File: src/rtl/utcl_pkg.sv
// shared types, constants and calendar helpers for the utc to local date block
`timescale 1ns / 1ps
package utcl_pkg;

	localparam int YEAR_W   = 14;
	localparam int MONTH_W  = 4;
	localparam int DAY_W    = 5;
	localparam int HOUR_W   = 5;
	localparam int WDAY_W   = 3;
	localparam int OFFSET_W = 5;

	localparam logic [MONTH_W-1:0] MONTH_JAN = 4'd1;
	localparam logic [MONTH_W-1:0] MONTH_FEB = 4'd2;
	localparam logic [MONTH_W-1:0] MONTH_MAR = 4'd3;
	localparam logic [MONTH_W-1:0] MONTH_APR = 4'd4;
	localparam logic [MONTH_W-1:0] MONTH_JUN = 4'd6;
	localparam logic [MONTH_W-1:0] MONTH_SEP = 4'd9;
	localparam logic [MONTH_W-1:0] MONTH_NOV = 4'd11;
	localparam logic [MONTH_W-1:0] MONTH_DEC = 4'd12;

	localparam logic [DAY_W-1:0]  DAY_FIRST     = 5'd1;
	localparam logic [HOUR_W-1:0] HOURS_PER_DAY = 5'd24;
	localparam logic [WDAY_W-1:0] WDAY_LAST     = 3'd6;

	// floor(v / 25) = (v * RECIP25) >> RECIP25_SH, exact for v below 2^15
	localparam logic [15:0] RECIP25    = 16'd41944;
	localparam int          RECIP25_SH = 20;
	// floor(v / 7) = (v * RECIP7) >> RECIP7_SH, exact for v below 2^15
	localparam logic [15:0] RECIP7     = 16'd37450;
	localparam int          RECIP7_SH  = 18;

	typedef struct packed {
		logic [YEAR_W-1:0]  year;
		logic [MONTH_W-1:0] month;
		logic [DAY_W-1:0]   day;
		logic [HOUR_W-1:0]  hour;
	} date_t;

	function automatic logic [DAY_W-1:0] month_len(input logic [MONTH_W-1:0] m,
		input logic leap);
		logic [DAY_W-1:0] len;
		begin
			case (m)
				MONTH_FEB: len = leap ? 5'd29 : 5'd28;
				MONTH_APR, MONTH_JUN, MONTH_SEP, MONTH_NOV: len = 5'd30;
				default: len = 5'd31;
			endcase
			return len;
		end
	endfunction

	// floor(23 * m / 9)
	function automatic logic [5:0] month_term(input logic [MONTH_W-1:0] m);
		logic [5:0] t;
		begin
			case (m)
				4'd0:    t = 6'd0;
				4'd1:    t = 6'd2;
				4'd2:    t = 6'd5;
				4'd3:    t = 6'd7;
				4'd4:    t = 6'd10;
				4'd5:    t = 6'd12;
				4'd6:    t = 6'd15;
				4'd7:    t = 6'd17;
				4'd8:    t = 6'd20;
				4'd9:    t = 6'd23;
				4'd10:   t = 6'd25;
				4'd11:   t = 6'd28;
				4'd12:   t = 6'd30;
				4'd13:   t = 6'd33;
				4'd14:   t = 6'd35;
				4'd15:   t = 6'd38;
				default: t = 6'd0;
			endcase
			return t;
		end
	endfunction

endpackage

File: src/rtl/utcl_date_adj.sv
// offset add, hour wrap and one-day date rollover, two pipeline stages
`timescale 1ns / 1ps
module utcl_date_adj (
	input  logic                                 clk,
	input  logic                                 arst_n,
	input  logic                                 in_valid,
	input  utcl_pkg::date_t                      in_date,
	input  logic signed [utcl_pkg::OFFSET_W-1:0] offset,
	output logic                                 out_valid,
	output utcl_pkg::date_t                      out_date
);
	import utcl_pkg::*;

	// stage 1: hour sum, direction, year / 25
	logic signed [6:0] hour_sum;
	logic signed [6:0] hour_adj;
	logic              back;
	logic              fwd;
	logic [29:0]       y_prod;

	logic        v_s1;
	date_t       date_s1;
	logic        back_s1;
	logic        fwd_s1;
	logic [9:0]  q25_s1;

	assign hour_sum = $signed({2'b00, in_date.hour}) + $signed({{2{offset[4]}}, offset});
	assign back     = hour_sum[6];
	assign fwd      = !hour_sum[6] && (hour_sum >= $signed({2'b00, HOURS_PER_DAY}));
	assign y_prod   = 30'(in_date.year) * 30'(RECIP25);

	always_comb begin
		if (back) begin
			hour_adj = hour_sum + $signed({2'b00, HOURS_PER_DAY});
		end else if (fwd) begin
			hour_adj = hour_sum - $signed({2'b00, HOURS_PER_DAY});
		end else begin
			hour_adj = hour_sum;
		end
	end

	always_ff @(posedge clk or negedge arst_n) begin
		if (!arst_n) begin
			v_s1 <= 1'b0;
		end else begin
			v_s1 <= in_valid;
		end
	end

	always_ff @(posedge clk) begin
		date_s1.year  <= in_date.year;
		date_s1.month <= in_date.month;
		date_s1.day   <= in_date.day;
		date_s1.hour  <= hour_adj[HOUR_W-1:0];
		back_s1       <= back;
		fwd_s1        <= fwd;
		q25_s1        <= y_prod[29:RECIP25_SH];
	end

	// stage 2: leap year, month length, rollover
	logic [YEAR_W-1:0]  rem25;
	logic               leap;
	logic [DAY_W-1:0]   len_cur;
	logic [DAY_W-1:0]   len_prev;
	logic [MONTH_W-1:0] month_prev;
	date_t              next_date;

	logic  v_s2;
	date_t date_s2;

	assign rem25      = date_s1.year - (14'(q25_s1) * 14'd25);
	// divisible by 4, and not by 100 unless also by 400 (400 = 16 * 25)
	assign leap       = (date_s1.year[1:0] == 2'b00)
		&& ((rem25 != '0) || (date_s1.year[3:0] == 4'b0000));
	assign month_prev = date_s1.month - 4'd1;
	assign len_cur    = month_len(date_s1.month, leap);
	assign len_prev   = month_len(month_prev, leap);

	always_comb begin
		next_date = date_s1;
		if (back_s1) begin
			if (date_s1.day <= DAY_FIRST) begin
				if (date_s1.month <= MONTH_JAN) begin
					next_date.year  = date_s1.year - 14'd1;
					next_date.month = MONTH_DEC;
					next_date.day   = month_len(MONTH_DEC, leap);
				end else begin
					next_date.month = month_prev;
					next_date.day   = len_prev;
				end
			end else begin
				next_date.day = date_s1.day - 5'd1;
			end
		end else if (fwd_s1) begin
			if (date_s1.day >= len_cur) begin
				if (date_s1.month >= MONTH_DEC) begin
					next_date.year  = date_s1.year + 14'd1;
					next_date.month = MONTH_JAN;
				end else begin
					next_date.month = date_s1.month + 4'd1;
				end
				next_date.day = DAY_FIRST;
			end else begin
				next_date.day = date_s1.day + 5'd1;
			end
		end
	end

	always_ff @(posedge clk or negedge arst_n) begin
		if (!arst_n) begin
			v_s2 <= 1'b0;
		end else begin
			v_s2 <= v_s1;
		end
	end

	always_ff @(posedge clk) begin
		date_s2 <= next_date;
	end

	assign out_valid = v_s2;
	assign out_date  = date_s2;

endmodule

File: src/rtl/utcl_weekday.sv
// day of week of the local date, four pipeline stages
`timescale 1ns / 1ps
module utcl_weekday (
	input  logic                             clk,
	input  logic                             arst_n,
	input  logic                             in_valid,
	input  utcl_pkg::date_t                  in_date,
	output logic                             out_valid,
	output utcl_pkg::date_t                  out_date,
	output logic [utcl_pkg::WDAY_W-1:0]      out_wday
);
	import utcl_pkg::*;

	// stage 3: shifted year, base sum, century count product
	logic        early;
	logic [14:0] yy0;
	logic [14:0] yy;
	logic [14:0] base;
	logic [12:0] q4;
	logic [28:0] c_prod;

	logic        v_s3;
	date_t       date_s3;
	logic [14:0] base_s3;
	logic [12:0] q4_s3;
	logic [8:0]  q100_s3;

	// one 400-year cycle added keeps every term non-negative
	assign early  = in_date.month < MONTH_MAR;
	assign yy0    = 15'(in_date.year) + 15'd400;
	assign yy     = early ? (yy0 - 15'd1) : yy0;
	assign base   = 15'(month_term(in_date.month)) + 15'(in_date.day) + yy0 + 15'd4
		- (early ? 15'd0 : 15'd2);
	assign q4     = yy[14:2];
	assign c_prod = 29'(q4) * 29'(RECIP25);

	always_ff @(posedge clk or negedge arst_n) begin
		if (!arst_n) begin
			v_s3 <= 1'b0;
		end else begin
			v_s3 <= in_valid;
		end
	end

	always_ff @(posedge clk) begin
		date_s3 <= in_date;
		base_s3 <= base;
		q4_s3   <= q4;
		q100_s3 <= c_prod[28:RECIP25_SH];
	end

	// stage 4: full day count
	logic        v_s4;
	date_t       date_s4;
	logic [14:0] x_s4;

	always_ff @(posedge clk or negedge arst_n) begin
		if (!arst_n) begin
			v_s4 <= 1'b0;
		end else begin
			v_s4 <= v_s3;
		end
	end

	always_ff @(posedge clk) begin
		date_s4 <= date_s3;
		x_s4    <= base_s3 + 15'(q4_s3) - 15'(q100_s3) + 15'(q100_s3[8:2]);
	end

	// stage 5: count / 7
	logic [30:0] w_prod;
	logic        v_s5;
	date_t       date_s5;
	logic [14:0] x_s5;
	logic [12:0] q7_s5;

	assign w_prod = 31'(x_s4) * 31'(RECIP7);

	always_ff @(posedge clk or negedge arst_n) begin
		if (!arst_n) begin
			v_s5 <= 1'b0;
		end else begin
			v_s5 <= v_s4;
		end
	end

	always_ff @(posedge clk) begin
		date_s5 <= date_s4;
		x_s5    <= x_s4;
		q7_s5   <= w_prod[30:RECIP7_SH];
	end

	// stage 6: remainder
	logic [14:0]       rem7;
	logic              v_s6;
	date_t             date_s6;
	logic [WDAY_W-1:0] wday_s6;

	assign rem7 = x_s5 - (15'(q7_s5) * 15'd7);

	always_ff @(posedge clk or negedge arst_n) begin
		if (!arst_n) begin
			v_s6 <= 1'b0;
		end else begin
			v_s6 <= v_s5;
		end
	end

	always_ff @(posedge clk) begin
		date_s6 <= date_s5;
		wday_s6 <= rem7[WDAY_W-1:0];
	end

	assign out_valid = v_s6;
	assign out_date  = date_s6;
	assign out_wday  = wday_s6;

endmodule

File: src/rtl/utc_to_local_date_with_weekday_core.sv
// a result strobes on done once its start word has passed through the date rollover and weekday pipelines
// throughput: one date per cycle; busy stays low, the six-stage pipeline never stalls
// the depth is set by the three reciprocal multiplies (year / 25, year / 100, count / 7)
// reset: arst_n clears the pipeline valid bits and sets the zone offset to 0
// top level: zone offset register, date rollover and weekday pipelines
`timescale 1ns / 1ps
module utc_to_local_date_with_weekday_core (
	input  logic                                 clk,
	input  logic                                 arst_n,
	input  logic                                 start,
	output logic                                 busy,
	input  logic [utcl_pkg::YEAR_W-1:0]          utc_year,
	input  logic [utcl_pkg::MONTH_W-1:0]         utc_month,
	input  logic [utcl_pkg::DAY_W-1:0]           utc_day,
	input  logic [utcl_pkg::HOUR_W-1:0]          utc_hour,
	input  logic                                 cfg_valid,
	output logic                                 cfg_ready,
	input  logic signed [utcl_pkg::OFFSET_W-1:0] cfg_data,
	output logic                                 done,
	output logic [utcl_pkg::YEAR_W-1:0]          local_year,
	output logic [utcl_pkg::MONTH_W-1:0]         local_month,
	output logic [utcl_pkg::DAY_W-1:0]           local_day,
	output logic [utcl_pkg::HOUR_W-1:0]          local_hour,
	output logic [utcl_pkg::WDAY_W-1:0]          weekday
);
	import utcl_pkg::*;

	logic signed [OFFSET_W-1:0] offset_q;
	date_t                      in_date;
	logic                       adj_valid;
	date_t                      adj_date;
	logic                       wd_valid;
	date_t                      wd_date;
	logic [WDAY_W-1:0]          wd_wday;

	assign busy      = 1'b0;
	assign cfg_ready = 1'b1;

	always_ff @(posedge clk or negedge arst_n) begin
		if (!arst_n) begin
			offset_q <= '0;
		end else if (cfg_valid && cfg_ready) begin
			offset_q <= cfg_data;
		end
	end

	assign in_date.year  = utc_year;
	assign in_date.month = utc_month;
	assign in_date.day   = utc_day;
	assign in_date.hour  = utc_hour;

	utcl_date_adj u_date_adj (
		.clk       (clk),
		.arst_n    (arst_n),
		.in_valid  (start && !busy),
		.in_date   (in_date),
		.offset    (offset_q),
		.out_valid (adj_valid),
		.out_date  (adj_date)
	);

	utcl_weekday u_weekday (
		.clk       (clk),
		.arst_n    (arst_n),
		.in_valid  (adj_valid),
		.in_date   (adj_date),
		.out_valid (wd_valid),
		.out_date  (wd_date),
		.out_wday  (wd_wday)
	);

	assign done        = wd_valid;
	assign local_year  = wd_date.year;
	assign local_month = wd_date.month;
	assign local_day   = wd_date.day;
	assign local_hour  = wd_date.hour;
	assign weekday     = wd_wday;

	a_hour_range: assert property (@(posedge clk) disable iff (!arst_n)
		done |-> (local_hour < HOURS_PER_DAY))
		else $error("local hour out of range");

	a_wday_range: assert property (@(posedge clk) disable iff (!arst_n)
		done |-> (weekday <= WDAY_LAST))
		else $error("weekday out of range");

	a_latency: assert property (@(posedge clk) disable iff (!arst_n)
		done |-> $past(start, 6))
		else $error("result word without a matching start");

endmodule

File: config.mk
export PLATFORM = sky130hd
export DESIGN_NAME = utc_to_local_date_with_weekday_core
export DESIGN_NICKNAME = d
export VERILOG_FILES = /design/src/rtl/utcl_pkg.sv /design/src/rtl/utcl_date_adj.sv /design/src/rtl/utcl_weekday.sv /design/src/rtl/utc_to_local_date_with_weekday_core.sv
export SDC_FILE = /design/constraint.sdc
export NUM_CORES = 1
export LEC_CHECK = 0
export BUFFER_PORTS_ARGS = -buffer_cell sky130_fd_sc_hd__buf_2
export CORE_ASPECT_RATIO = 0.6
export CORE_MARGIN = 3
export CORE_UTILIZATION = 64
export DETAILED_ROUTE_END_ITERATION = 8
export GPL_TIMING_DRIVEN = 0
export PLACE_DENSITY = 0.82
export SLEW_MARGIN = 15
export SYNTH_ARGS = -nofsm -noshare
export SYNTH_HDL_FRONTEND = slang
export SYNTH_SLANG_ARGS = --single-unit
File: constraint.sdc
create_clock -name clk -period 9 [get_ports clk]
set_input_delay 2.7 -clock clk [delete_from_list [all_inputs] [get_ports clk]]
set_output_delay 2.7 -clock clk [all_outputs]
set_load 0.02 [all_outputs]
==> impl_metrics.toml <==
[outcome]
outcome = "finished clean"

[synth]
synth_top_cells_by_count = "inv_1, ha_1, dfxtp_1"
synth-simple-area-share_pct = 7.01
netlist_area_sq_mm = 0.0194
synthAdderAreaFrac_pct = 44.4
async_reset_ff_share_pct = 4.26
ys_seq_area_share_pct = 26.9
synth_top_family_by_area = "adder cells"
dominantRegCellSynth = "dfxtp_1"
yosysWarnings = 0
synth_compound_area_share_pct = 6.79
synthesis.nets = 2507
synth.top_cell.area_share_pct = 25.5
synthXorXnorAreaFrac_pct = 5.32
synth_top_area_cell = "dfxtp_1"
synth.most_common_cell = "inv_1"
syn_area_per_cell_sq_um = 10.2
ys_ff_latch = 258
yosys.cell_types.count = 72
synth_edf_count = 0
syn_inst = 1894
yosys-top-cells-area = "dfxtp_1, ha_1, fa_1"
synth_mux_area_share_pct = 0.683

[timing]
max_freq_ghz = 0.125
drv_slew = 0
rsz0062_at_grt = "no"
hold_viol = 0
fin_worst_skew_ns = 0.0277
min_period_ns = 7.97
relSlewSlack_pct = 24.8
setup_viol = 0
worstMarginPinSlew_ns = 1.12
fin_crit_sh_pct = 88.6
fin_tns_setup_ns = 0

[grt]
antenna_found_initial = 0
grt_pass1_vias = 13800
grt_max_degree = 16
overflow = 0
grt_use_total_pct = 25.7
grt_pass1_wl_microns = 67600

[drt]
drtAntennaViolNets = 0
wire_per_inst_microns = 16.6
dr.pass1.iters = 5
routed_wl_microns = 39800
drc = 0
vias = 12900
drtIter0Drc = 788
via_per_inst = 5.39

[floorplanning]
pin_count = 71
die_x_microns = 231
coreArea_sq_mm = 0.0293
die_area_sq_mm = 0.0325
initial_core_util_pct = 66.2
row_count = 48
dieHeight_microns = 141

[flow_run]
max-cap-violations = 0

[worst_setup_path]
r2r_cells = 25
crit_fanout = 8
crit_arrival_ns = 8.43
critPathLaunchType = "flip-flop"
worstSetupPathType = "flip-flop to flip-flop"
r2r_setup_slack_ns = 1.03
crit_path_end_kind = "flip-flop"
timing.rr.end = "u_weekday.q100_s3[8]$_DFF_P_"
worstPathRequired_ns = 9.46
regToRegStartpoint = "u_date_adj.out_date[18]$_DFF_P_"

[cts]
clock-sinks = 258
path_clk_slew_ns = 0.07
cts_tree = "yes"
clockRootBuffer = "clkbuf_16"
clk-insertion-delay-late_ns = 0.56
clk_path_buf_depth = 3
post_cts_resized = 0
cts_setup_buffers = 0
cts_made_buffers = 24
htreeDepth = 1
cts_hold_buf = 0

[min_path]
hold_depth = 0
hold_end = "u_weekday.out_date[12]$_DFF_P_"
hold_path_startpoint = "u_weekday.date_s5[12]$_DFF_P_"
hp-class = "flip-flop to flip-flop"

[placement]
place.gp.congestion = 0.919
dp_hpwl_microns = 32900
post_dp_cell_area_sq_mm = 0.0202
port_buffers = 67

[layout]
seqCellArea_sq_mm = 0.00522
fillers = 2086
fin_area_sq_mm = 0.0211
drive_gt1_share_pct = 6.89
multi_input_area_sq_mm = 0.0125
area_growth_syn_to_layout_pct = 8.84
fin_nets = 2600
final_util_pct = 72.1
antennaDiodeCount = 0
registers in the layout (all words and copies together) (netlist names), 5 cells and up, named ones only:
register / flops
u_date_adj.out_date: 28
u_weekday.x_s4: 15
offset_q: 5
u_weekday.date_s3: 28
u_weekday.q4_s3: 13
u_weekday.q100_s3: 9
u_weekday.base_s3: 15
u_weekday.date_s5: 28
u_date_adj.q25_s1: 10
u_weekday.out_date: 28
u_date_adj.date_s1: 28
u_weekday.date_s4: 28
worst max-delay path by stage:
stage                               startpoint                            to  slack (ns)  cells after the start
6_report       u_date_adj.out_date[18]$_DFF_P_  u_weekday.q100_s3[8]$_DFF_P_        1.03                     25
5_1_grt        u_date_adj.out_date[18]$_DFF_P_  u_weekday.q100_s3[8]$_DFF_P_        0.45                     25
4_1_cts        u_date_adj.out_date[18]$_DFF_P_  u_weekday.q100_s3[8]$_DFF_P_        1.11                     25
3_5_place_dp   u_date_adj.out_date[18]$_DFF_P_  u_weekday.q100_s3[8]$_DFF_P_        1.18                     25
3_3_place_gp                       utc_year[8]  u_date_adj.q25_s1[7]$_DFF_P_        1.32                     18
2_1_floorplan                      utc_year[8]  u_date_adj.q25_s1[9]$_DFF_P_        2.20                     16
kinds of logic after synthesis:
| group | Yosys count |
|---|---|
| adders and majority gates | 576 |
| and+or+nand+nor | 273 |
| xor gates and xnor gates | 118 |
| other | 2 |
| muxes | 12 |
| buffers and inverters | 454 |
| DFF | 258 |
| AOI/OAI and AO/OA | 201 |
cells in the final DEF, fill, tap and decap left out, drive strengths merged, types with 6 or more instances in the layout:
master / Yosys / final
a211oi: 9 / 9
a21o: 14 / 14
a21oi: 49 / 49
a31oi: 9 / 9
and3: 12 / 12
buf: 8 / 75
clkbuf: 5 / 34
clkinv: 1 / 6
dfrtp: 11 / 11
dfxtp: 247 / 247
fa: 187 / 187
ha: 389 / 389
inv: 440 / 441
mux2: 7 / 7
nand2: 60 / 60
nand2b: 10 / 10
nand3: 35 / 35
nor2: 67 / 67
nor2b: 13 / 13
nor3: 34 / 34
nor4: 12 / 12
o21a: 11 / 11
o21ai: 45 / 45
o21bai: 6 / 6
or3: 6 / 6
xnor2: 90 / 90
xor2: 28 / 28
worst max-delay path, stage by stage (launching register included):
cell and delay [ns]:
dfxtp_1 0.50, ha_1 0.31, a21oi_1 0.12, a21boi_0 0.42, nand3_1 0.15, xor2_1 0.48
ha_1 0.23, nand2b_1 0.11, a21boi_1 0.12, xnor2_1 0.89, fa_1 0.58, ha_1 0.32
fa_1 0.48, fa_1 0.56, inv_1 0.07, fa_1 0.53, inv_1 0.04, ha_1 0.27
o21ai_0 0.18, a211oi_1 0.29, a31oi_1 0.12, o21a_1 0.17, o21ai_0 0.46, nor4_1 0.09
nor3_1 0.26, xnor2_1 0.14
cell type report:
class	instances	share of cell area, %
Multi-Input combinational cell	1182	59.0
Sequential cell	258	24.7
Inverter	441	7.83
Clock buffer	29	3.07
Tap cell	400	2.37
Timing Repair Buffer	67	1.59
Clock inverter	13	1.06
Buffer	13	0.349
per-layer routing:
layer  share of wire [%]  vias up  global-route usage, %
met4                 1.4        0                   4.04
met2                  44      353                   40.6
met1                  48     6258                   37.5
li1                    -     6287                      -
met3                 7.2       51                   5.09
met5                   0        -                      0
through the flow:
step	hold WS [ns]	worst slack, ns	cells
floorplan	0.310	2.20	1894
global placement	0.311	1.32	2361
detailed placement	0.312	1.18	2361
CTS	0.316	1.11	2403
global route	0.331	0.450	2403
finish	0.326	1.03	2403
Power is not shown: default switching activity piles up to over one toggle a cycle in this logic, so the estimate is an artifact.
